## src/rtl/png_scanline_unfilter_unit_macros.svh

```systemverilog
// Assertion macros used by the PNG scanline unfilter top level.
`ifndef PNG_SCANLINE_UNFILTER_UNIT_MACROS_SVH
`define PNG_SCANLINE_UNFILTER_UNIT_MACROS_SVH

// The condition must hold at every clock edge outside reset.
`define PNGSU_ASSERT_NOW(label, cond, msg) \
    label: assert property (@(posedge clk) disable iff (!rst_n) (cond)) else $error(msg);

// When the antecedent holds, the consequent must hold at the same edge.
`define PNGSU_ASSERT_IMP(label, ante, cons, msg) \
    label: assert property (@(posedge clk) disable iff (!rst_n) (ante) |-> (cons)) else $error(msg);

// When the antecedent holds, the consequent must hold at the next edge.
`define PNGSU_ASSERT_NEXT(label, ante, cons, msg) \
    label: assert property (@(posedge clk) disable iff (!rst_n) (ante) |=> (cons)) else $error(msg);

`endif

```

## src/rtl/pngsu_pkg.sv

```systemverilog
// Types, constants and helper functions of the PNG scanline unfilter.
package pngsu_pkg;

    localparam int BYTE_W      = 8;
    localparam int BPP_W       = 4;
    localparam int ROW_BYTES_W = 15;
    localparam int KIND_W      = 3;
    localparam int CFG_INDEX_W = 1;
    localparam int CFG_DATA_W  = 15;
    localparam int QUEUE_DEPTH = 4;
    localparam int QPTR_W      = 2;

    localparam logic [CFG_INDEX_W-1:0] REG_BPP       = 1'b0;
    localparam logic [CFG_INDEX_W-1:0] REG_ROW_BYTES = 1'b1;

    localparam logic [KIND_W-1:0] FILT_NONE  = 3'd0;
    localparam logic [KIND_W-1:0] FILT_SUB   = 3'd1;
    localparam logic [KIND_W-1:0] FILT_UP    = 3'd2;
    localparam logic [KIND_W-1:0] FILT_AVG   = 3'd3;
    localparam logic [KIND_W-1:0] FILT_PAETH = 3'd4;

    localparam logic [BYTE_W-1:0] FILT_TYPE_MAX = 8'd4;

    typedef struct packed {
        logic              bad;
        logic [KIND_W-1:0] kind;
        logic              first_row;
        logic              has_left;
        logic              row_last;
    } pngsu_ctrl_t;

    function automatic logic [BPP_W-1:0] clamp_bpp(
        input logic [BPP_W-1:0] value,
        input logic [BPP_W-1:0] max_value
    );
        logic [BPP_W-1:0] r;
        r = value;
        if (value == '0)
        begin
            r = BPP_W'(1);
        end
        else if (value > max_value)
        begin
            r = max_value;
        end
        return r;
    endfunction

    function automatic logic [BYTE_W-1:0] paeth_pick(
        input logic [BYTE_W-1:0] a,
        input logic [BYTE_W-1:0] b,
        input logic [BYTE_W-1:0] c
    );
        logic signed [BYTE_W+1:0] p;
        logic signed [BYTE_W+1:0] pa;
        logic signed [BYTE_W+1:0] pb;
        logic signed [BYTE_W+1:0] pc;
        logic [BYTE_W-1:0]        r;
        p  = $signed({2'b00, a}) + $signed({2'b00, b}) - $signed({2'b00, c});
        pa = p - $signed({2'b00, a});
        pb = p - $signed({2'b00, b});
        pc = p - $signed({2'b00, c});
        if (pa < 0)
        begin
            pa = -pa;
        end
        if (pb < 0)
        begin
            pb = -pb;
        end
        if (pc < 0)
        begin
            pc = -pc;
        end
        if (pa <= pb && pa <= pc)
        begin
            r = a;
        end
        else if (pb <= pc)
        begin
            r = b;
        end
        else
        begin
            r = c;
        end
        return r;
    endfunction

endpackage

```

## src/rtl/pngsu_fifo.sv

```systemverilog
// Short word queue between the classifying front end and the reconstruction back end.
module pngsu_fifo #(
    parameter int WIDTH = 32
) (
    input  logic             clk,
    input  logic             rst_n,
    input  logic             push,
    input  logic [WIDTH-1:0] push_data,
    output logic             full,
    input  logic             pop,
    output logic [WIDTH-1:0] pop_data,
    output logic             empty
);
    import pngsu_pkg::*;

    logic [WIDTH-1:0]  slot_reg [QUEUE_DEPTH];
    logic [QPTR_W-1:0] wr_ptr_reg;
    logic [QPTR_W-1:0] wr_ptr_next;
    logic [QPTR_W-1:0] rd_ptr_reg;
    logic [QPTR_W-1:0] rd_ptr_next;
    logic [QPTR_W:0]   count_reg;
    logic [QPTR_W:0]   count_next;

    assign full     = (count_reg == (QPTR_W+1)'(QUEUE_DEPTH));
    assign empty    = (count_reg == '0);
    assign pop_data = slot_reg[rd_ptr_reg];

    always_comb
    begin
        wr_ptr_next = push ? wr_ptr_reg + QPTR_W'(1) : wr_ptr_reg;
        rd_ptr_next = pop ? rd_ptr_reg + QPTR_W'(1) : rd_ptr_reg;
        count_next  = count_reg;
        if (push && !pop)
        begin
            count_next = count_reg + (QPTR_W+1)'(1);
        end
        else if (pop && !push)
        begin
            count_next = count_reg - (QPTR_W+1)'(1);
        end
    end

    always_ff @(posedge clk or negedge rst_n)
    begin
        if (!rst_n)
        begin
            wr_ptr_reg <= '0;
            rd_ptr_reg <= '0;
            count_reg  <= '0;
        end
        else
        begin
            wr_ptr_reg <= wr_ptr_next;
            rd_ptr_reg <= rd_ptr_next;
            count_reg  <= count_next;
        end
    end

    always_ff @(posedge clk)
    begin
        if (push)
        begin
            slot_reg[wr_ptr_reg] <= push_data;
        end
    end

endmodule

```

## config.mk

```make
export PLATFORM = sky130hd
export DESIGN_NAME = pngsu_fifo
export DESIGN_NICKNAME = d
export VERILOG_FILES = /design/src/rtl/png_scanline_unfilter_unit_macros.svh /design/src/rtl/pngsu_pkg.sv /design/src/rtl/pngsu_fifo.sv
export SDC_FILE = /design/constraint.sdc
export NUM_CORES = 1
export LEC_CHECK = 0
export ABC_AREA = 1
export ABC_CLOCK_PERIOD_IN_PS = 2400
export BUFFER_PORTS_ARGS = -buffer_cell sky130_fd_sc_hd__buf_2
export CAP_MARGIN = 20
export CORE_MARGIN = 4
export CORE_UTILIZATION = 45
export CTS_BUF_LIST = sky130_fd_sc_hd__clkbuf_16
export CTS_CLUSTER_SIZE = 40
export DETAILED_ROUTE_END_ITERATION = 10
export GPL_ROUTABILITY_DRIVEN = 0
export HOLD_SLACK_MARGIN = 0.06
export PLACE_DENSITY = 0.62
export SYNTH_ARGS = -nofsm -noshare
export SYNTH_HDL_FRONTEND = slang
export SYNTH_SLANG_ARGS = --single-unit
```

## constraint.sdc

```tcl
create_clock -name clk -period 2.4 [get_ports clk]
set_input_delay 0.36 -clock clk [delete_from_list [all_inputs] [get_ports clk]]
set_output_delay 0.36 -clock clk [all_outputs]
set_load 0.005 [all_outputs]
```

=== Word level (Yosys, flattened, before mapping) ===
Memory sizes are Yosys's and may differ from the RTL's.
Index checks and enable logic that the tools add are counted.
W data, S select, Z words.

* Multipliers: 0
* Bitwise gates (word level): 0
* Multiplexer cells: 4
* Shift-type cells: 0
* Div/mod/pow operators: 0
* Magnitude comparators: 0
* Add/sub/neg operators: 4
* Equality and inequality tests: 1
* Reductions and logical operators: 6

{| class="wikitable"
|+ Operator list
! operator !! count
|-
| $mux W3 || 2
|-
| $add A2 B1 Y2 const B || 2
|-
| $add A3 B1 Y3 const B || 1
|-
| $eq A3 B3 Y1 const B || 1
|-
| $logic_not A3 Y1 || 1
|-
| $sub A3 B1 Y3 const B || 1
|-
| $logic_and A1 B1 Y1 || 2
|-
| $logic_not A1 Y1 || 2
|-
| $mux W1 || 2
|-
| $reduce_bool A2 Y1 || 1
|}

* RAM bits: 128
* Bits in latches: 0
* Bits in read-only memories: 0
* Logic and storage cells: 19
* Memories kept: 1
* Flip-flop bits (word level): 7
* Input port bits: 36

{| class="wikitable"
|+ Memory list
! memory !! words !! width !! read ports !! clocked after Yosys merged registers in !! wr ports !! RTL line !! RTL
|-
| slot_reg || 4 || 32 || 1 || 0 || 1 || pngsu_fifo.sv:16 || <nowiki>logic [WIDTH-1:0] slot_reg [QUEUE_DEPTH];</nowiki>
|}

=== Longest topological paths before layout ===
Gate-level depths: netlist of the first run.

* Depth in word-level cells: 4
* Depth in mapped cells: 9

=== Least setup slack after synthesis of the first run ===
No wires, ideal clock.

* Path kind: register to register
* Start: register wr_ptr_reg[0]
* End: memory slot_reg[2][0] (enable)
* Library setup time: 387 ps
* Cell stages (with the launch flop): 5
* Arrival: 1,306 ps
* Slack: 708 ps
* Data required time: 2,013 ps
* Cell sequence: dfrtp_1 > inv_1 > ha_1 > nand2_1 > inv_1

{| class="wikitable"
|+ RTL lines
! what !! RTL line !! RTL
|-
| from (decl) || pngsu_fifo.sv:17 || <nowiki>logic [QPTR_W-1:0] wr_ptr_reg;</nowiki>
|-
| from (signal assigned) || pngsu_fifo.sv:53 || <nowiki>wr_ptr_reg <= wr_ptr_next;</nowiki>
|-
| to (decl) || pngsu_fifo.sv:16 ||
|}

Straight into the memory's write port.

=== Final worst setup path of the first run ===
* Start: register rd_ptr_reg[0]
* End: output pop_data[13]

* Word-level cells in the longest chain between the ends: 1

{| class="wikitable"
|+ Ends and longest elaborated chain
! what !! RTL line !! RTL
|-
| from (decl) || pngsu_fifo.sv:19 || <nowiki>logic [QPTR_W-1:0] rd_ptr_reg;</nowiki>
|-
| from (signal assigned) || pngsu_fifo.sv:54 || <nowiki>rd_ptr_reg <= rd_ptr_next;</nowiki>
|-
| $mem_v2 Z4 W32 || -- ||
|-
| to (decl) || pngsu_fifo.sv:11 || <nowiki>output logic [WIDTH-1:0] pop_data,</nowiki>
|}

Every way passes these cells.

==> results.py, run 1 <==
metrics = {
    "synthesis": {
        "yosysSeqAreaShare": 0.737,
        "avgSynthCellArea_um2": 13.0,
        "synth_top_family_by_area": "compound AO/OA/AOI/OAI gates",
        "yosys-mux-area-fraction": 0,
        "synthXorXnorAreaFrac": 0.00642,
        "yosys_warnings": 0,
        "synth-edff-count": 128,
        "synth_area_mm2": 0.00545,
        "synthAdderAreaFrac": 0.0151,
        "synth-compound-area-share": 0.0890,
        "async_flop_share": 0.0519,
        "ys_ff_latch": 135,
        "synthSimpleGateAreaFrac": 0.0789,
        "syn-num-nets": 463,
        "synthTopCellsByArea": "edfxtp_1, o211ai_1, nand2_1",
        "synth_common_cells": "edfxtp_1, nand2_1, inv_1",
        "synth-main-ff-cell": "edfxtp_1",
        "synth_top_area_frac": 0.705,
        "yosys.area.top_type": "edfxtp_1",
        "synth_cell_types": 18,
        "syn_inst": 421,
        "synth_most_common_cell": "edfxtp_1",
    },
    "floorplan": {
        "ios": 70,
        "die_area_mm2": 0.0139,
        "coreArea_mm2": 0.0117,
        "die_h_um": 118,
        "initial_core_util": 0.468,
        "fp.dieW_um": 118,
        "num_rows": 39,
    },
    "grt": {
        "grt_pass1_vias": 3263,
        "grt_overflow_total": 0,
        "track_usage": 0.155,
        "grt_max_degree": 45,
        "antenna_found_initial": 1,
        "grt_pass1_wl_um": 16600,
    },
    "job": {
        "drv_cap": 0,
    },
    "clock_network": {
        "h-tree-depth": 4,
        "cts_setup_buffers": 0,
        "clkTransAtPathRegs_ns": 0.05,
        "clock_latency_ns": 0.41,
        "cts_sinks": 135,
        "cts_tree": "done",
        "cts.path.max_buffers": 2,
        "cts_buffers": 17,
        "clock-root-buffer": "clkbuf_16",
    },
    "sta": {
        "maxSlewViolCount": 0,
        "max_slew_margin": 0.528,
        "min_period_ns": 2.17,
        "finalCritPeriodShare": 0.905,
        "max_freq_mhz": 460,
        "tns_ns": 0,
        "rsz0062_at_grt": "false",
        "whs_ns": 0.165,
        "hold_viol": 0,
        "setup_viol": 0,
        "tightest_slew_ns": 0.707,
        "skew_ns": 0.00698,
    },
    "setup_path": {
        "required_ns": 2.04,
        "worst_ep_arrival_time_ns": 1.81,
        "endpoint_kind": "output port",
        "crit_top_cell": "nand2_1",
        "rr_worst_depth": 5,
        "r2r_start": "wr_ptr_reg[0]$_DFFE_PN0P_",
        "critPathSlowestCell": "dfrtp_4",
        "worstSetupPathType": "reg -> out",
        "cp_cell_sequence": "buf_4, nand2_1, o211ai_1, nand2_1, buf_2",
        "r2r_end": "slot_reg[2][12]$_DFFE_PP_",
        "cp_max_fo": 36,
        "cp-start-kind": "flip-flop",
        "r2r_setup_slack_ns": 0.79,
        "crit_family": "flip-flops",
        "crit_buf_inv": 2,
        "max_stage_delay_ns": 0.66,
    },
    "placement": {
        "dp.cells": 620,
        "placed_area_mm2": 0.00598,
        "hpwlAfterDp_um": 6090,
        "io_buffers": 69,
    },
    "detailed_routing": {
        "drtIter0Drc": 180,
        "vias": 3179,
        "drt-total-wl_um": 9990,
        "wl_per_cell_um": 15.3,
        "final_antenna_net_count": 0,
        "vias_per_cell": 4.87,
        "drc": 0,
        "drtPass1Iterations": 4,
    },
    "final_layout": {
        "final_area_mm2": 0.00656,
        "nets": 539,
        "largest_register_ffs": 128,
        "diodes": 0,
        "area_growth_pct": 20.3,
        "finish.utilization": 0.563,
        "instances_no_fill": 653,
        "post_route_cells_drive_above_1_share": 0.204,
    },
    "pwr": {
        "p_leak_nw": 2.72,
        "p_per_area_mw_per_mm2": 1240,
        "vdd_drop_max_uv": 709,
    },
    "worst_hold_path": {
        "min_delay_path_depth": 1,
        "min_from": "push_data[6]",
        "hold_class": "in -> reg",
        "holdPathEnd": "slot_reg[1][6]$_DFFE_PP_",
    },
    "run_status": {
        "status": "finished clean",
    },
}
-- metal layers --
layer | vias up | global-route usage | routed length (um)
met5 | - | 0 | 7
met4 | 2 | 0.0579 | 124
met3 | 12 | 0.0639 | 559
met2 | 66 | 0.252 | 4970
met1 | 1491 | 0.184 | 4330
li1 | 1608 | - | -
-- per-stage QoR --
stage                     setup WS, ns  total power, mW
after global placement           0.664             5.70
final                            0.227             8.13
after CTS                        0.184             8.27
after detailed placement         0.636             5.76
after floorplan                  0.708             4.81
after global routing            0.0637             8.70
-- cells in the final DEF, fill, tap and decap left out, drive strengths merged --
cell         netlist  final
clkinv             0      9
nand3              1      1
nand2            109    109
dfrtp              7      7
buf               20     78
nand4              1      1
o211ai            64     64
edfxtp           128    128
dlygate4sd3        0      1
ha                 5      5
nor3               2      2
inv               76     79
o21ai              1      1
clkbuf             2     17
xor2               3      3
bufinv             0      3
xnor2              1      1
fa                 1      1
-- logic make-up after synthesis --
kind of cell               after synthesis
DFF                                    135
and+or+nand+nor                        113
AOI/OAI and AO/OA                       65
adders and majority gates                6
buffers and inverters                   98
xor gates and xnor gates                 4
-- cell type report --
type                       instances  area [um^2]
inverter                          76          285
fill                             940         5100
clock inverter                    15          144
sequential                       135         4020
tap                              143          179
timing repair buffer              79          473
multi-input combinational        188         1030
clock buffer                      17          425
-- worst register-to-register path, stage by stage, from the launching register on --
cell and delay, ns:
dfrtp_1 0.43, inv_1 0.10, ha_1 0.15, nand2_1 0.05, inv_1 0.32, buf_12 0.27
-- power breakdown --
part           total, mW  leakage (nW)  internal [mW]  switching, mW
logic               2.33          1.18          0.912           1.42
clock network       2.48         0.292           1.60          0.884
registers           3.32          1.26           3.10          0.224
-- worst max path at each step --
stage	startpoint	to	slack (ns)	cells past startpoint
floorplan	wr_ptr_reg[0]$_DFFE_PN0P_	slot_reg[2][0]$_DFFE_PP_	0.71	4
global placement	rd_ptr_reg[0]$_DFFE_PN0P_	pop_data[24]	0.66	5
detailed placement	rd_ptr_reg[0]$_DFFE_PN0P_	pop_data[24]	0.64	5
CTS	rd_ptr_reg[0]$_DFFE_PN0P_	pop_data[24]	0.18	5
global route	rd_ptr_reg[0]$_DFFE_PN0P_	pop_data[5]	0.06	5
finish	rd_ptr_reg[0]$_DFFE_PN0P_	pop_data[13]	0.23	5
-- repair_timing --
action                                  CTS  global route
resized for setup                         0             0
hold endpoints to repair                  7             0
endpoints found under the setup margin    0             0
hold buffers                              1             0
No activity file was read; power rests on OpenSTA's default activity.
==> inputs of run 2 (changes only) <==
Settings changed: MAX_ROUTING_LAYER from default to met4, RECOVER_POWER from default to 100.
==> run 2 against run 1 <==
- clock power barely moved
- sequential cell count stayed put
- combinational power shrank 6%
- highest routed layer is now met4
- die area unchanged
- clock-buffer cell count stayed put
- global-route usage increased by 0.44 points
- sequential share of layout area is 1.1 points higher
==> results.py, run 2 (synthesis gave the netlist of run 1 again) <==
metrics = {
    "clock_network": {
        "clock_latency_ns": 0.41,
        "cts_setup_buffers": 0,
        "cts_resized": 0,
        "cts_buffers": 17,
        "h-tree-depth": 4,
        "cts_sinks": 135,
        "clkTransAtPathRegs_ns": 0.06,
        "clock-root-buffer": "clkbuf_16",
        "cts_tree": "done",
        "cts.path.max_buffers": 2,
    },
    "floorplan": {
        "initial_core_util": 0.468,
        "die_h_um": 118,
        "fp.dieW_um": 118,
        "coreArea_mm2": 0.0117,
        "ios": 70,
        "die_area_mm2": 0.0139,
        "num_rows": 39,
    },
    "setup_path": {
        "r2r_start": "wr_ptr_reg[0]$_DFFE_PN0P_",
        "cp-start-kind": "flip-flop",
        "worstSetupPathType": "reg -> out",
        "startpoint": "rd_ptr_reg[0]$_DFFE_PN0P_",
        "endpoint_kind": "output port",
        "r2r_setup_slack_ns": 0.34,
        "cp_max_fo": 36,
        "worst_ep_arrival_time_ns": 1.80,
        "required_ns": 2.04,
    },
    "grt": {
        "antenna_found_initial": 0,
        "track_usage": 0.159,
        "grt_pass1_vias": 3270,
        "grt_max_degree": 45,
        "grt_overflow_total": 0,
        "grt_pass1_wl_um": 16600,
    },
    "detailed_routing": {
        "wl_per_cell_um": 15.2,
        "vias": 3173,
        "drtIter0Drc": 197,
        "final_antenna_net_count": 0,
        "drc": 0,
        "drt-total-wl_um": 9960,
        "drtPass1Iterations": 4,
        "vias_per_cell": 4.86,
    },
    "final_layout": {
        "num-fill-cells": 975,
        "layout_common_cells": "edfxtp_1, nand2_1, inv_1, o211ai_1, clkbuf_1",
        "post_route_cells_drive_above_1_share": 0.0941,
        "area_growth_pct": 18.1,
        "diodes": 0,
        "largest_register_ffs": 128,
        "nets": 539,
        "multi_input_area_mm2": 0.00103,
        "regArea_mm2": 0.00402,
        "final_common_cell": "edfxtp_1",
    },
    "sta": {
        "tns_ns": 0,
        "min_period_ns": 2.16,
        "whs_ns": 0.166,
        "tightest_slew_ns": 0.863,
        "skew_ns": 0.00739,
        "max_slew_margin": 0.425,
        "max_freq_mhz": 463,
        "setup_viol": 0,
        "rsz0062_at_grt": "false",
        "finalCritPeriodShare": 0.901,
        "hold_viol": 0,
        "maxSlewViolCount": 0,
        "layout_setup_ws_ns": 0.239,
    },
    "pwr": {
        "vdd_drop_max_uv": 708,
        "p_leak_nw": 2.55,
        "finalPower_mw": 8.01,
        "p_per_area_mw_per_mm2": 1240,
    },
    "worst_hold_path": {
        "hold_class": "in -> reg",
        "min_from": "pop",
    },
    "run_status": {
        "status": "finished clean",
    },
    "placement": {
        "io_buffers": 69,
        "pre_cts_ws_ns": 0.636,
        "hpwlAfterDp_um": 6090,
    },
    "job": {
        "drv_cap": 0,
    },
}
## run 2: area by class of cell
type,count,share of cell area
flip-flops and latches,135,0.624
multi-input cells,188,0.160
clock buffers,17,0.0660
repair buffers,79,0.0548
inverters,76,0.0443
well taps,143,0.0278
clock inverters,15,0.0223
## run 2: worst paths after layout
path,endpoint,cells past startpoint
setup / recovery,pop_data[24],5
hold / removal,rd_ptr_reg[0]$_DFFE_PN0P_,2
setup reg to reg,slot_reg[2][1]$_DFFE_PP_,5
hold reg to reg,count_reg[2]$_DFFE_PN0P_,2
max in group asynchronous,rd_ptr_reg[0]$_DFFE_PN0P_,2
min in group asynchronous,rd_ptr_reg[0]$_DFFE_PN0P_,2
## run 2: routing by layer
layer  up-vias  part of all wire  routed length, um  track usage
met2        65              0.50               5010        0.253
met1      1500              0.43               4330        0.184
met4         0            0.0065                 65       0.0579
met3         4             0.055                547       0.0630
li1       1604                 -                  -            -
met5         -                 0                  0            -
## run 2: worst max-delay path: stages, from the launching register on
cell	delay, ns
dfrtp_4	0.66
buf_4	0.34
nand2_1	0.08
o211ai_1	0.09
nand2_1	0.08
buf_2	0.13
## run 2: stage by stage
stage	area, um^2	utilization	cells
finish	6440	0.552	653
global route	6440	0.552	653
CTS	6560	0.563	653
detailed placement	5980	0.513	620
global placement	5980	0.513	620
floorplan	5450	-	421
## run 2: what timing repair did
action,CTS,global route
endpoints found under the setup margin,0,0
hold endpoints to repair,7,0
hold buffers,1,0
## run 2: power breakdown
group          internal (mW)  switching (mW)
logic                  0.786            1.41
registers               3.11           0.223
clock network           1.60           0.887
total                   5.49            2.52
