--- src/rtl/png_scanline_unfilter_unit_macros.svh ---
// Assertion macros used by the PNG scanline unfilter top level.
`ifndef PNG_SCANLINE_UNFILTER_UNIT_MACROS_SVH
`define PNG_SCANLINE_UNFILTER_UNIT_MACROS_SVH

// The condition must hold at every clock edge outside reset.
`define PNGSU_ASSERT_NOW(label, cond, msg) \
    label: assert property (@(posedge clk) disable iff (!rst_n) (cond)) else $error(msg);

// When the antecedent holds, the consequent must hold at the same edge.
`define PNGSU_ASSERT_IMP(label, ante, cons, msg) \
    label: assert property (@(posedge clk) disable iff (!rst_n) (ante) |-> (cons)) else $error(msg);

// When the antecedent holds, the consequent must hold at the next edge.
`define PNGSU_ASSERT_NEXT(label, ante, cons, msg) \
    label: assert property (@(posedge clk) disable iff (!rst_n) (ante) |=> (cons)) else $error(msg);

`endif

--- src/rtl/pngsu_pkg.sv ---
// Types, constants and helper functions of the PNG scanline unfilter.
package pngsu_pkg;

    localparam int BYTE_W      = 8;
    localparam int BPP_W       = 4;
    localparam int ROW_BYTES_W = 15;
    localparam int KIND_W      = 3;
    localparam int CFG_INDEX_W = 1;
    localparam int CFG_DATA_W  = 15;
    localparam int QUEUE_DEPTH = 4;
    localparam int QPTR_W      = 2;

    localparam logic [CFG_INDEX_W-1:0] REG_BPP       = 1'b0;
    localparam logic [CFG_INDEX_W-1:0] REG_ROW_BYTES = 1'b1;

    localparam logic [KIND_W-1:0] FILT_NONE  = 3'd0;
    localparam logic [KIND_W-1:0] FILT_SUB   = 3'd1;
    localparam logic [KIND_W-1:0] FILT_UP    = 3'd2;
    localparam logic [KIND_W-1:0] FILT_AVG   = 3'd3;
    localparam logic [KIND_W-1:0] FILT_PAETH = 3'd4;

    localparam logic [BYTE_W-1:0] FILT_TYPE_MAX = 8'd4;

    typedef struct packed {
        logic              bad;
        logic [KIND_W-1:0] kind;
        logic              first_row;
        logic              has_left;
        logic              row_last;
    } pngsu_ctrl_t;

    function automatic logic [BPP_W-1:0] clamp_bpp(
        input logic [BPP_W-1:0] value,
        input logic [BPP_W-1:0] max_value
    );
        logic [BPP_W-1:0] r;
        r = value;
        if (value == '0)
        begin
            r = BPP_W'(1);
        end
        else if (value > max_value)
        begin
            r = max_value;
        end
        return r;
    endfunction

    function automatic logic [BYTE_W-1:0] paeth_pick(
        input logic [BYTE_W-1:0] a,
        input logic [BYTE_W-1:0] b,
        input logic [BYTE_W-1:0] c
    );
        logic signed [BYTE_W+1:0] p;
        logic signed [BYTE_W+1:0] pa;
        logic signed [BYTE_W+1:0] pb;
        logic signed [BYTE_W+1:0] pc;
        logic [BYTE_W-1:0]        r;
        p  = $signed({2'b00, a}) + $signed({2'b00, b}) - $signed({2'b00, c});
        pa = p - $signed({2'b00, a});
        pb = p - $signed({2'b00, b});
        pc = p - $signed({2'b00, c});
        if (pa < 0)
        begin
            pa = -pa;
        end
        if (pb < 0)
        begin
            pb = -pb;
        end
        if (pc < 0)
        begin
            pc = -pc;
        end
        if (pa <= pb && pa <= pc)
        begin
            r = a;
        end
        else if (pb <= pc)
        begin
            r = b;
        end
        else
        begin
            r = c;
        end
        return r;
    endfunction

endpackage

--- src/rtl/pngsu_if.sv ---
// Handshake interfaces for the filtered input, raw output and register write channels.
interface pngsu_in_if;
    import pngsu_pkg::*;
    logic              valid;
    logic              ready;
    logic [BYTE_W-1:0] data_byte;
    logic              pass_start;
    modport source (output valid, output data_byte, output pass_start, input ready);
    modport sink   (input valid, input data_byte, input pass_start, output ready);
endinterface


--- src/rtl/pngsu_front.sv ---
// Front end: takes stream bytes, tracks row and pass position and classifies each byte.
module pngsu_front #(
    parameter int MAX_ROW_BYTES   = 16384,
    parameter int MAX_PIXEL_BYTES = 8,
    parameter int COL_W           = 14
) (
    input  logic                                 clk,
    input  logic                                 rst_n,
    pngsu_in_if.sink                             filtered,
    input  logic [pngsu_pkg::BPP_W-1:0]          bpp,
    input  logic [pngsu_pkg::ROW_BYTES_W-1:0]    row_bytes,
    input  logic                                 q_full,
    output logic                                 push,
    output pngsu_pkg::pngsu_ctrl_t               push_ctrl,
    output logic [pngsu_pkg::BYTE_W-1:0]         push_byte,
    output logic [COL_W-1:0]                     push_col
);
    import pngsu_pkg::*;

    localparam int RLW = (COL_W + 1 > ROW_BYTES_W) ? COL_W + 1 : ROW_BYTES_W;
    localparam int HW  = (COL_W > BPP_W) ? COL_W : BPP_W;
    localparam logic [RLW-1:0]   ROW_MAX = RLW'(MAX_ROW_BYTES);
    localparam logic [BPP_W-1:0] BPP_MAX = BPP_W'(MAX_PIXEL_BYTES);

    logic [COL_W-1:0]  col_reg;
    logic [COL_W-1:0]  col_next;
    logic [KIND_W-1:0] kind_reg;
    logic [KIND_W-1:0] kind_next;
    logic              first_row_reg;
    logic              first_row_next;
    logic              expect_type_reg;
    logic              expect_type_next;
    logic              err_hold_reg;
    logic              err_hold_next;

    logic              accept;
    logic [COL_W-1:0]  st_col;
    logic              st_first_row;
    logic              st_expect_type;
    logic              st_err_hold;
    logic [RLW-1:0]    rb_eff;
    logic [BPP_W-1:0]  bpp_eff;
    logic [RLW-1:0]    col_plus;
    logic              end_row;

    assign filtered.ready = !q_full;
    assign accept         = filtered.valid && filtered.ready;
    assign push_byte      = filtered.data_byte;
    assign push_col       = st_col;

    always_comb
    begin
        st_col         = filtered.pass_start ? '0 : col_reg;
        st_first_row   = filtered.pass_start ? 1'b1 : first_row_reg;
        st_expect_type = filtered.pass_start ? 1'b1 : expect_type_reg;
        st_err_hold    = filtered.pass_start ? 1'b0 : err_hold_reg;

        rb_eff = RLW'(row_bytes);
        if (rb_eff == '0)
        begin
            rb_eff = RLW'(1);
        end
        else if (rb_eff > ROW_MAX)
        begin
            rb_eff = ROW_MAX;
        end
        bpp_eff  = clamp_bpp(bpp, BPP_MAX);
        col_plus = RLW'(st_col) + RLW'(1);
        end_row  = (col_plus >= rb_eff);

        col_next         = col_reg;
        kind_next        = kind_reg;
        first_row_next   = first_row_reg;
        expect_type_next = expect_type_reg;
        err_hold_next    = err_hold_reg;

        push                = 1'b0;
        push_ctrl.bad       = 1'b0;
        push_ctrl.kind      = kind_reg;
        push_ctrl.first_row = st_first_row;
        push_ctrl.has_left  = (HW'(st_col) >= HW'(bpp_eff));
        push_ctrl.row_last  = end_row;

        if (accept)
        begin
            col_next         = st_col;
            first_row_next   = st_first_row;
            expect_type_next = st_expect_type;
            err_hold_next    = st_err_hold;
            if (!st_err_hold)
            begin
                if (st_expect_type)
                begin
                    if (filtered.data_byte > FILT_TYPE_MAX)
                    begin
                        err_hold_next = 1'b1;
                        push          = 1'b1;
                        push_ctrl.bad = 1'b1;
                    end
                    else
                    begin
                        kind_next        = filtered.data_byte[KIND_W-1:0];
                        expect_type_next = 1'b0;
                        col_next         = '0;
                    end
                end
                else
                begin
                    push = 1'b1;
                    if (end_row)
                    begin
                        col_next         = '0;
                        expect_type_next = 1'b1;
                        first_row_next   = 1'b0;
                    end
                    else
                    begin
                        col_next = col_plus[COL_W-1:0];
                    end
                end
            end
        end
    end

    always_ff @(posedge clk or negedge rst_n)
    begin
        if (!rst_n)
        begin
            col_reg         <= '0;
            kind_reg        <= FILT_NONE;
            first_row_reg   <= 1'b1;
            expect_type_reg <= 1'b1;
            err_hold_reg    <= 1'b0;
        end
        else
        begin
            col_reg         <= col_next;
            kind_reg        <= kind_next;
            first_row_reg   <= first_row_next;
            expect_type_reg <= expect_type_next;
            err_hold_reg    <= err_hold_next;
        end
    end

endmodule

--- src/flat_wrapper.sv ---
// flat-port wrapper written by rule: the top's interface ports become plain ports
module pngsu_front_flat import pngsu_pkg::*;
#(
    parameter int MAX_ROW_BYTES   = 16384,
    parameter int MAX_PIXEL_BYTES = 8,
    parameter int COL_W           = 14
)
  (clk, rst_n, bpp, row_bytes, q_full, push, push_ctrl, push_byte, push_col, filtered_valid, filtered_data_byte, filtered_pass_start, filtered_ready);
  pngsu_in_if filtered_i ();
  input  logic clk;
  input  logic rst_n;
  input  logic [pngsu_pkg::BPP_W-1:0] bpp;
  input  logic [pngsu_pkg::ROW_BYTES_W-1:0] row_bytes;
  input  logic q_full;
  output logic push;
  output pngsu_pkg::pngsu_ctrl_t push_ctrl;
  output logic [pngsu_pkg::BYTE_W-1:0] push_byte;
  output logic [COL_W-1:0] push_col;
  input wire logic [$bits(filtered_i.valid)-1:0] filtered_valid;
  input wire logic [$bits(filtered_i.data_byte)-1:0] filtered_data_byte;
  input wire logic [$bits(filtered_i.pass_start)-1:0] filtered_pass_start;
  output wire logic [$bits(filtered_i.ready)-1:0] filtered_ready;
  assign filtered_i.valid = filtered_valid;
  assign filtered_i.data_byte = filtered_data_byte;
  assign filtered_i.pass_start = filtered_pass_start;
  assign filtered_ready = filtered_i.ready;
  pngsu_front #(.MAX_ROW_BYTES(MAX_ROW_BYTES), .MAX_PIXEL_BYTES(MAX_PIXEL_BYTES), .COL_W(COL_W)) u_core (.clk(clk), .rst_n(rst_n), .filtered(filtered_i), .bpp(bpp), .row_bytes(row_bytes), .q_full(q_full), .push(push), .push_ctrl(push_ctrl), .push_byte(push_byte), .push_col(push_col));
endmodule
--- config.mk ---
export PLATFORM = sky130hd
export DESIGN_NAME = pngsu_front_flat
export DESIGN_NICKNAME = d
export VERILOG_FILES = /design/src/rtl/png_scanline_unfilter_unit_macros.svh /design/src/rtl/pngsu_pkg.sv /design/src/rtl/pngsu_if.sv /design/src/rtl/pngsu_front.sv /design/src/flat_wrapper.sv
export SDC_FILE = /design/constraint.sdc
export NUM_CORES = 1
export LEC_CHECK = 0
export ABC_AREA = 1
export BUFFER_PORTS_ARGS = -buffer_cell sky130_fd_sc_hd__buf_2
export CORE_MARGIN = 5
export CORE_UTILIZATION = 30
export CTS_BUF_LIST = sky130_fd_sc_hd__clkbuf_16
export DETAILED_ROUTE_END_ITERATION = 16
export GPL_ROUTABILITY_DRIVEN = 1
export RECOVER_POWER = 25
export REMOVE_ABC_BUFFERS = 1
export SYNTH_ARGS = -nofsm -noshare
export SYNTH_HDL_FRONTEND = slang
export SYNTH_SLANG_ARGS = --single-unit
--- constraint.sdc ---
create_clock -name clk -period 6 [get_ports clk]
set_input_delay 0.6 -clock clk [delete_from_list [all_inputs] [get_ports clk]]
set_output_delay 0.6 -clock clk [all_outputs]
set_load 0.005 [all_outputs]
* Yosys cells after proc, flatten, opt, wreduce, memory -nomap -nowiden
Index checks and enable logic that the tools add are counted.
** Cells by class
- Add/sub/neg operators :: 1
- Magnitude comparators :: 5
- Mux-type cells :: 26
- Bitwise gates (word level) :: 2
- Reduce and logical (&&, ||, !) cells :: 5
** Operators by type and width (count)
- $mux 14 :: 5
- $mux 15 :: 2
- $mux 1 :: 17
- $add 14x1->15 const B :: 1
- $ge 15x15->1 :: 1
- $gt 15x15->1 const B :: 1
- $logic_not 15->1 :: 1
- $ge 14x4->1 :: 1
- $gt 8x3->1 const B :: 1
- $mux 4 :: 2
- $gt 4x4->1 const B :: 1
- $logic_not 4->1 :: 1
- $reduce_and 4->1 :: 1
- $not 1->1 :: 2
- $logic_and 1x1->1 :: 1
- $logic_not 1->1 :: 1
** Storage, ports and cells
- Register bits :: 20
- Input port bits :: 32
- Output and inout bits :: 31

* Depth between registers and ports, before layout
Gate-level depths: netlist of run 1.
- Depth after elaboration :: 7
- Mapped depth :: 21
- Mapped depth without buffers :: 21

* Worst setup path before layout of run 1
Ideal clock, no wire load.
- Path type :: in2out
- Start point :: in filtered_pass_start
- End point :: out push_ctrl[0] in the netlist's numbering
- Arrival time :: 2.752 ns
- Data required time :: 5.400 ns
- Setup slack :: 2.648 ns
- Stages on the path :: 15
- Buffers on the path :: 2
- Cell sequence :: buf_2 nor2_1 ha_1 inv_1 nor2_2 nand3_2 nor2_4 nand3_1 nor3_1 ha_1 a21o_1 nor2_1 nand2_1 nand3b_4 buf_4
** On the way
- Cells in the longest elaborated chain, start to end :: 3
** Ends and longest elaborated chain
- start, declared :: line flat_wrapper.sv:21 : input wire logic [$bits(filtered_i.pass_start)-1:0] filtered_pass_start;
- $mux 14 :: line pngsu_front.sv:53 : st_col = filtered.pass_start ? '0 : col_reg;
- via push_col[1] :: line flat_wrapper.sv:18 : output logic [COL_W-1:0] push_col;
- $add 14x1->15 :: line pngsu_front.sv:68 : col_plus = RLW'(st_col) + RLW'(1);
- $ge 15x15->1 :: line pngsu_front.sv:69 : end_row = (col_plus >= rb_eff);
- end, declared :: line flat_wrapper.sv:16 : output pngsu_pkg::pngsu_ctrl_t push_ctrl;
The timed path passes the listed nets, and every way through them passes these cells.

==> metrics.csv, run 1 <==
metric;value;unit
status;completed;
dp_slack;2.31;ns
p_clk_share;24.4;%
seqCellArea;503;um^2
grt_usage;15.9;%
gp_congestion;0.931;
hpwlAfterDp;5410;um
fin_setup_tns;0;ns
swShare;41.2;%
netlist.area_leader.share;20.5;%
cp_slowest_cell;ha_1;
rsz0062_at_grt;false;
hold_viol;0;
power_density;225;nW/um^2
hp-class;flip-flop to flip-flop;
yosys_warnings;0;
dp_cells;489;
insertion_delay;0.25;ns
ys_top_cells_by_count;nand2_1 (76), inv_1 (52), nor2_1 (48);
grt.overflow.total;0;
yosysMostFrequentCell;nand2_1;
combPwrFrac;44.1;%
ioPinCount;63;
grt_pass1_vias;2312;
layout.nets;447;
ys_async_sr_fraction;100;%
cp_common_cell;nand2_1;
cts_resized;0;
initial_core_util;30.6;%
r2r_cells;17;
cts_hold_buf;0;
synth.area.top_cells;dfrtp_1 (21%), nand2_1 (13%), ha_1 (11%);
power;587;uW
timing.final.crit_share;61.9;%
wl_per_cell;13.6;um
rrSetupSlack;2.77;ns
max_stage_delay;0.35;ns
setup_viol;0;
syn_area;2190;um^2
grt_max_degree;21;
met2_usage;27.3;%
antenna_left;0;
ys_types;36;
drt_pass1_iterations;4;
synthCells;342;
critPathLaunchType;input port;
syn2layout_area_growth;19.1;%
grt_pass1_wl;11300;um
synth_top_flop_cell;dfrtp_1;
p_leak;0.00147;uW
vias_per_cell;4.81;
finalMaxSlewViolations;0;
met3_usage;2.45;%
cp-end-kind;output pin;
diodes;0;
wl;6710;um
drtIter0Drc;110;
dieArea;9130;um^2
synth_edf_count;0;
irDropWorstVdd;0.127;mV
nFillCells;801;
critPathRequiredTime;5.40;ns
skew;0.00203;ns
antenna_found_initial;0;
crit_chain;buf_2 -> nor2_1 -> ha_1 -> inv_1 -> nor2_2 -> nand3_2 -> nor2_4 -> nand3_1 -> nand2_1 -> nand2_1 -> ha_1 -> nand2_1 -> nor2_1 -> nand4_1 -> inv_1 -> nand2_1 -> nand3b_4 -> buf_2;
cts_buffers;3;
worstSetupPathType;input port to output pin;
cts_htree_levels;1;
row_count;31;
layout.cells.non_filler;493;
core;7180;um^2
syn_area_per_cell;6.42;um^2
fmax;269;MHz
io_buffers;62;
max_slew.worst_pin.slew;1.20;ns
cts_tree;built;
crit_arrival;3.12;ns
die_w;95.5;um
p_int;345;uW
cts-root-buf;clkbuf_16;
clock-sinks;20;
grt_busiest_layer;met2;
post_cts.repair.setup_buffers;0;
p_switching;242;uW
maxSlewHeadroom;20.0;%
cp_max_fo;15;
pwr-share-seq;31.4;%
fin_crit;3.72;ns
path_clk_slew;0.06;ns
drc;0;
clk_path_buf_depth;2;
vias;2369;
drive_gt1_share;22.3;%
fin_util;36.4;%
use_met1;20.6;%
ys_ff_latch;20;
multiInputGateArea;1390;um^2
finalWorstSetupSlack;2.28;ns
yosysSeqAreaShare;22.9;%
yosysTopAreaCell;dfrtp_1;
die_y;95.5;um
min_delay_path_depth;1;
largest_reg_flops;14;
drv_cap;0;
## layer usage
metal  part of all wire, %  vias up
li1                      -     1201
met4                   1.6        0
met5                     0        -
met3                   5.5       10
met2                    49       57
met1                    44     1101
## critical path: cells and delay by family
family	cells	cell delay [ns]
buffers and inverters	4	0.45
adder cells (fa/ha/maj)	2	0.58
AND/OR/NAND/NOR	12	1.47
## cells in the final DEF, fill, tap and decap left out, types with 2 or more instances in the layout
| cell | Yosys | layout |
|---|---|---|
| a21oi_1 | 29 | 29 |
| buf_2 | 2 | 61 |
| clkbuf_16 | 0 | 3 |
| clkinv_1 | 2 | 3 |
| dfrtp_1 | 18 | 18 |
| dfstp_2 | 2 | 2 |
| ha_1 | 20 | 20 |
| inv_1 | 52 | 52 |
| mux2_2 | 3 | 3 |
| nand2_1 | 76 | 76 |
| nand2_2 | 5 | 5 |
| nand3_1 | 12 | 12 |
| nand4_1 | 14 | 14 |
| nor2_1 | 48 | 48 |
| nor2_2 | 4 | 4 |
| nor2_4 | 3 | 3 |
| nor3_1 | 3 | 3 |
| nor4_1 | 5 | 5 |
| o21ai_0 | 13 | 13 |
| o22ai_1 | 2 | 2 |
| or2_2 | 2 | 2 |
| xor2_1 | 2 | 2 |
## final timing paths
check	from	endpoint
worst min-delay path	u_core.kind_reg[0]$_DFFE_PN0P_	u_core.kind_reg[0]$_DFFE_PN0P_
worst min register to register	u_core.kind_reg[0]$_DFFE_PN0P_	u_core.kind_reg[0]$_DFFE_PN0P_
max in group asynchronous	rst_n	u_core.col_reg[13]$_DFFE_PN0P_
worst max-delay path	filtered_pass_start	push_ctrl[0]
worst max register to register	u_core.col_reg[0]$_DFFE_PN0P_	u_core.col_reg[0]$_DFFE_PN0P_
min in group asynchronous	rst_n	u_core.col_reg[11]$_DFFE_PN0P_
## cell type report
cell class,instances,share of cell area (%)
multi-input combinational,252,53.0
sequential,20,19.2
timing repair buffer,62,11.8
inverter,56,8.14
tap,99,4.74
clock buffer,3,2.87
clock inverter,1,0.144
## power groups by stage
stage               Combinational [uW]  Sequential (uW)  Clock, uW
floorplan                          171              180          0
global placement                   256              186          0
detailed placement                 259              186          0
CTS                                260              184        146
global route                       300              188        153
finish                             259              185        143
## metrics by stage
stage	hold WS [ns]	instance area, um^2
after detailed placement	0.498	2540
final	0.509	2610
after global placement	0.491	2540
after global routing	0.527	2610
after CTS	0.329	2620
after floorplan	0.304	2100
## logic make-up (layout without fill, tap and decap cells)
group           Yosys count  in the layout  share of synthesized area [%]
simple gates            178            178                           37.6
buf+inv                  70            122                           13.9
compound gates           49             49                           11.8
fa+ha+maj                20             20                           11.4
flops                    20             20                           22.9
mux                       3              3                           1.54
xor+xnor                  2              2                          0.798
(Power assumes the default switching activity.)
==> run 2: changes to the inputs <==
Settings changed: ABC_AREA 1 to 0.
Clock period 6 ns to 3.57 ns, I/O delays scaled along.
==> run 2 against run 1 <==
Against the previous run:
- routed wire length is 14% lower
- sequential cell count stayed put
- worst hold slack worse by 0.19 ns
- final cell count is 24% lower
- largest power group is now sequential cells
- sequential power is 41% higher
- critical endpoint unchanged
- total power is 25% higher
- utilization is 1.8 points higher
==> metrics.csv, run 2 <==
metric;value;unit;change
maxSlewHeadroom;21.8;%;+1.8 points
syn2layout_area_growth;22.6;%;
ys_types;53;;+47%
p_clk_share;33.3;%;+8.9 points
yosysSeqAreaShare;25.1;%;+2.2 points
cp-end-kind;output pin;;
fmax;298;MHz;
finalMaxSlewViolations;0;;unchanged
power_density;299;nW/um^2;+33%
synthCells;242;;-29%
fin_setup_tns;0;ns;unchanged
diodes;0;;unchanged
fin_util;38.2;%;+1.8 points
swShare;31.7;%;-9.5 points
antenna_left;0;;unchanged
crit_arrival;3.00;ns;-0.12 ns
yosysMostFrequentCell;nor2_1;;
vias_per_cell;5.42;;+13%
layout.nets;353;;-21%
synth_top_flop_cell;dfrtp_1;;
ys_ff_latch;20;;unchanged
cts-root-buf;clkbuf_16;;
antenna_found_initial;0;;unchanged
syn_area_per_cell;8.27;um^2;+29%
met3_length;364;um;-0.55%
max_slew.worst_pin.slew;1.17;ns;-0.0263 ns
dieArea;8400;um^2;-7.9%
timing.rr.end;u_core.col_reg[12]$_DFFE_PN0P_;;
dr_wl_met2;2720;um;-17%
die_w;91.7;um;-4.0%
rrSetupSlack;0.44;ns;-2.33 ns
grt_pass1_vias;2028;;-12%
grt_usage;13.9;%;-1.9 points
ys_async_sr_fraction;100;%;unchanged
synth.area.top_cells;dfrtp_1 (23%), ha_1 (13%), nor2_1 (4.3%);;
io_buffers;62;;unchanged
clk_path_buf_depth;2;;unchanged
vias;2044;;-14%
status;completed;;
grt.overflow.total;0;;unchanged
wl;5760;um;-14%
clock-sinks;20;;unchanged
power;733;uW;+25%
fin_crit;3.35;ns;
insertion_delay;0.26;ns;about the same
combPwrFrac;31.0;%;-13 points
mostFrequentLayoutCell;buf_2;;
drive_gt1_share;32.0;%;+9.7 points
r2r_cells;13;;-4
wl_per_cell;15.3;um;+12%
cp_max_fo;7;;-8
synth_edf_count;0;;unchanged
rsz0062_at_grt;false;;
cts_buffers;3;;unchanged
pwr-share-seq;35.6;%;+4.2 points
syn_area;2000;um^2;-8.8%
p_leak;0.00125;uW;-15%
top_layer_used;met4;;
irDropWorstVdd;0.144;mV;+14%
core;6420;um^2;-10%
worstSetupPathType;flip-flop to output pin;;
critPathLaunchType;flip-flop;;
timing.final.crit_share;94.0;%;
ys_top_cells_by_count;nor2_1 (23), nand2_1 (22), ha_1 (20);;
drc;0;;unchanged
gp_congestion;0.904;;-2.9%
skew;0.00483;ns;+0.00280 ns
netlist.area_leader.share;22.5;%;+2.0 points
grt_pass1_wl;9630;um;-15%
hpwlAfterDp;4690;um;-13%
p_int;501;uW;+45%
cts_tree;built;;
die_y;91.7;um;-4.0%
hp-class;input port to async pin;;
cts_hold_buf;0;;unchanged
path_clk_slew;0.06;ns;about the same
hold_viol;0;;unchanged
yosys_warnings;0;;unchanged
critPathRequiredTime;3.21;ns;-2.19 ns
initial_core_util;31.2;%;+0.57 points
largest_reg_flops;14;;unchanged
yosysTopAreaCell;dfrtp_1;;
row_count;29;;-6.5%
p_switching;232;uW;-4.0%
mostFrequentLayoutCells;buf_2 (61), nand2_1 (22), nor2_1 (22), ha_1 (20), dfrtp_1 (18);;
drtIter0Drc;166;;+51%
cts_htree_levels;1;;unchanged
r2r_start;u_core.col_reg[1]$_DFFE_PN0P_;;
grt_max_degree;21;;unchanged
setup_viol;0;;unchanged
drv_cap;0;;unchanged
ioPinCount;63;;unchanged
met1_length;2540;um;-14%
drt_pass1_iterations;4;;unchanged
[run 2: worst max-delay path, stage by stage, from the launching register on]
cell and delay (ns):
dfrtp_1 0.35, nor2b_1 0.18, ha_1 0.20, and3_1 0.20
and3_4 0.24, nand3_1 0.10, xnor2_1 0.22, nor2_1 0.10
ha_1 0.33, a211oi_1 0.22, nor2_1 0.14, nor2_2 0.17
nand3_2 0.14, buf_2 0.17
[run 2: final cells by class]
| type | count | area, um^2 |
|---|---|---|
| fillers | 668 | 3970 |
| repair buffers | 73 | 392 |
| clock inverters | 1 | 3.75 |
| clock buffers | 3 | 75.1 |
| well taps | 77 | 96.3 |
| multi-input cells | 192 | 1340 |
| inverters | 11 | 41.3 |
| flip-flops and latches | 20 | 503 |
[run 2: power groups by stage]
stage | logic (uW) | clock network, uW | registers [uW]
finish | 228 | 244 | 261
global route | 259 | 251 | 265
CTS | 229 | 245 | 261
detailed placement | 227 | 0 | 265
global placement | 227 | 0 | 265
floorplan | 109 | 0 | 271
[run 2: cells by family (layout without fill, tap and decap cells)]
group | count (synthesis) | after routing | synth area share [%]
DFF | 20 | 20 | 25.1
muxes | 5 | 5 | 2.75
adders and majority gates | 20 | 20 | 12.5
xor gates and xnor gates | 10 | 10 | 4.38
and+or+nand+nor | 108 | 108 | 30.3
buffers and inverters | 30 | 88 | 8.63
AOI/OAI and AO/OA | 49 | 49 | 16.3
[run 2: per-stage QoR]
step / std cells / hold slack, ns / cell area (um^2) / setup WS, ns
2_1_floorplan: 223 / 0.0614 / 1870 / 0.132
3_3_place_gp: 373 / 0.346 / 2360 / 0.135
3_5_place_dp: 373 / 0.344 / 2360 / 0.0679
4_1_cts: 377 / 0.0679 / 2440 / 0.0242
5_1_grt: 377 / 0.377 / 2450 / 0.00527
6_report: 377 / 0.315 / 2450 / 0.216
[run 2: worst max-delay path by stage]
stage / from / endpoint / slack (ns) / depth (start not counted)
CTS: u_core.col_reg[1]$_DFFE_PN0P_ / push_ctrl[0] / 0.02 / 13
detailed placement: filtered_pass_start / push_ctrl[0] / 0.07 / 14
global route: u_core.col_reg[1]$_DFFE_PN0P_ / push_ctrl[0] / 0.005 / 13
floorplan: u_core.col_reg[1]$_DFFE_PN0P_ / u_core.expect_type_reg$_DFFE_PN1P_ / 0.13 / 11
finish: u_core.col_reg[1]$_DFFE_PN0P_ / push_ctrl[0] / 0.22 / 13
global placement: filtered_pass_start / push_ctrl[0] / 0.13 / 14
[run 2: repair_timing]
| action | in CTS | in global routing |
|---|---|---|
| resized for setup | 2 | 5 |
| setup buffers | 0 | 0 |
| gates cloned | 0 | 0 |
| setup endpoints to repair | 1 | 1 |
| pin swaps | 0 | 0 |
[run 2: metal layers]
metal	track usage (%)	vias up
met5	0	-
met4	3.77	0
met3	2.29	16
met2	24.2	99
met1	17.9	928
li1	-	1001
==> run 3: changes to the inputs <==
Settings changed: CELL_PAD_IN_SITES_DETAIL_PLACEMENT set to 1, CELL_PAD_IN_SITES_GLOBAL_PLACEMENT set to 1, CORE_UTILIZATION 30 to 33, PLACE_DENSITY_LB_ADDON set to 0.1.
==> run 3 against run 2 <==
Against the previous run:
- sequential cell count unchanged
- first-iteration DRC count down 69%
- routed wire length up 11%
- final area up 2.2%
- critical endpoint unchanged
- highest routed layer unchanged
==> metrics.csv, run 3 (synthesis gave the netlist of run 2 again) <==
metric;value;unit;change
syn2layout_area_growth;25.3;%;
critPathRequiredTime;3.21;ns;about the same
antenna_left;0;;unchanged
hp-class;input port to async pin;;
cts_buffers;3;;unchanged
pwr-share-seq;32.3;%;-3.3 points
core;5920;um^2;-7.8%
grt.overflow.total;0;;unchanged
hold_viol;0;;unchanged
cts_htree_levels;1;;unchanged
fin_crit;3.27;ns;-0.0853 ns
grt_max_degree;21;;unchanged
drive_gt1_share;32.9;%;+0.89 points
critPathLaunchType;flip-flop;;
vias;2038;;-0.29%
max_slew.worst_pin.slew;1.15;ns;-0.0247 ns
p_clk_share;39.1;%;+5.8 points
io_buffers;62;;unchanged
clock-sinks;20;;unchanged
drv_cap;0;;unchanged
combPwrFrac;28.6;%;-2.4 points
hpwlAfterDp;5200;um;+11%
drtIter0Drc;51;;-69%
status;completed;;
irDropWorstVdd;0.163;mV;+13%
die_y;87.9;um;-4.2%
drc;0;;unchanged
grt_busiest_layer;met2;;
fmax;306;MHz;+2.6%
largest_reg_flops;14;;unchanged
gp_congestion;0.816;;-9.8%
cp-end-kind;output pin;;
rsz0062_at_grt;false;;
die_w;87.9;um;-4.2%
mostFrequentLayoutCell;buf_2;;
dieArea;7720;um^2;-8.1%
crit_arrival;2.91;ns;-0.09 ns
layout.nets;357;;+1.1%
use_met1;22.9;%;+5.0 points
grt_pass1_wl;10300;um;+7.0%
vias_per_cell;5.38;;-0.82%
p_switching;232;uW;-0.25%
grt_usage;17.1;%;+3.1 points
met3_usage;2.07;%;-0.22 points
ioPinCount;63;;unchanged
row_count;28;;-3.4%
insertion_delay;0.25;ns;about the same
wl;6370;um;+11%
p_leak;0.00128;uW;+2.9%
finalMaxSlewViolations;0;;unchanged
post_cts.repair.setup_buffers;0;;unchanged
path_clk_slew;0.06;ns;about the same
grt_pass1_vias;2121;;+4.6%
cts-root-buf;clkbuf_16;;
hold_slack;0.308;ns;-0.00719 ns
mostFrequentLayoutCells;buf_2 (61), nor2_1 (23), nand2_1 (22), ha_1 (20), dfrtp_1 (18);;
power_density;322;nW/um^2;+7.8%
worstSetupPathType;flip-flop to output pin;;
diodes;0;;unchanged
maxSlewHeadroom;23.4;%;+1.6 points
cts_tree;built;;
met2_usage;28.4;%;+4.3 points
p_int;577;uW;+15%
drt_pass1_iterations;4;;unchanged
power;808;uW;+10%
cp_max_fo;7;;unchanged
cts_hold_buf;0;;unchanged
clk_path_buf_depth;2;;unchanged
setup_viol;0;;unchanged
wl_per_cell;16.8;um;+9.9%
antenna_found_initial;0;;unchanged
initial_core_util;33.8;%;+2.6 points
fin_setup_tns;0;ns;unchanged
timing.final.crit_share;91.6;%;-2.4 points
swShare;28.7;%;-3.0 points
skew;0.00343;ns;-0.00140 ns
==> run 3: changes by cell type in the layout (fill, tap and decap cells not counted), sizes merged <==
cell	delta
bufinv	+1
inv	-1
buf	+4
==> run 3: repair_timing <==
| action | 4_1_cts | 5_1_grt |
|---|---|---|
| gates resized for setup | 0 | 5 |
| endpoints found under the setup margin | 0 | 3 |
| endpoints found under the hold margin | 0 | 0 |
==> run 3: path summary, 6_finish.rpt <==
kind	from	end	slack, ns	cells after the start
max	u_core.col_reg[1]$_DFFE_PN0P_	push_ctrl[0]	0.30	13
min	rst_n	u_core.kind_reg[0]$_DFFE_PN0P_	0.31	1
max reg2reg	u_core.col_reg[1]$_DFFE_PN0P_	u_core.col_reg[10]$_DFFE_PN0P_	0.37	14
min reg2reg	u_core.kind_reg[2]$_DFFE_PN0P_	u_core.kind_reg[2]$_DFFE_PN0P_	0.51	1
max in group asynchronous	rst_n	u_core.col_reg[5]$_DFFE_PN0P_	2.58	1
min in group clk	filtered_data_byte[1]	u_core.kind_reg[1]$_DFFE_PN0P_	0.36	2
==> run 3: layer usage <==
metal  wire length (um)  vias to the layer above
li1                   -                      998
met1               2990                      979
met2               3010                       52
met3                267                        9
met4                101                        0
met5                  0                        -
==> run 3: cell type report <==
class,count,area (um^2)
clock buffers,3,75.1
clock inverters,1,30.0
fillers,758,3410
inverters,11,41.3
multi-input cells,192,1340
flip-flops and latches,20,503
well taps,75,93.8
repair buffers,77,422
==> run 3: worst max-delay path, stage by stage, from the launching register on <==
cell      delay (ns)
dfrtp_1         0.34
nor2b_1         0.18
ha_1            0.21
and3_1          0.18
and3_2          0.28
nand3_1         0.14
xnor2_2         0.19
nor2_1          0.06
ha_1            0.32
a211oi_1        0.21
nor2_1          0.11
nor2_1          0.15
nand3_1         0.12
buf_2           0.16
==> run 3: power groups by stage <==
stage | clock (uW) | sequential, uW | combinational (uW)
floorplan | 0 | 271 | 109
global placement | 0 | 265 | 234
detailed placement | 0 | 265 | 234
CTS | 321 | 261 | 236
global route | 331 | 264 | 261
finish | 316 | 261 | 231
==> run 3: through the flow <==
step	instance area, um^2	setup slack [ns]	cells	utilization (%)
2_1_floorplan	1870	0.132	223	-
3_3_place_gp	2390	0.0650	375	40.3
3_5_place_dp	2390	0.0860	375	40.3
4_1_cts	2490	0.0665	379	42.1
5_1_grt	2510	0.0358	379	42.3
6_report	2510	0.301	379	42.3
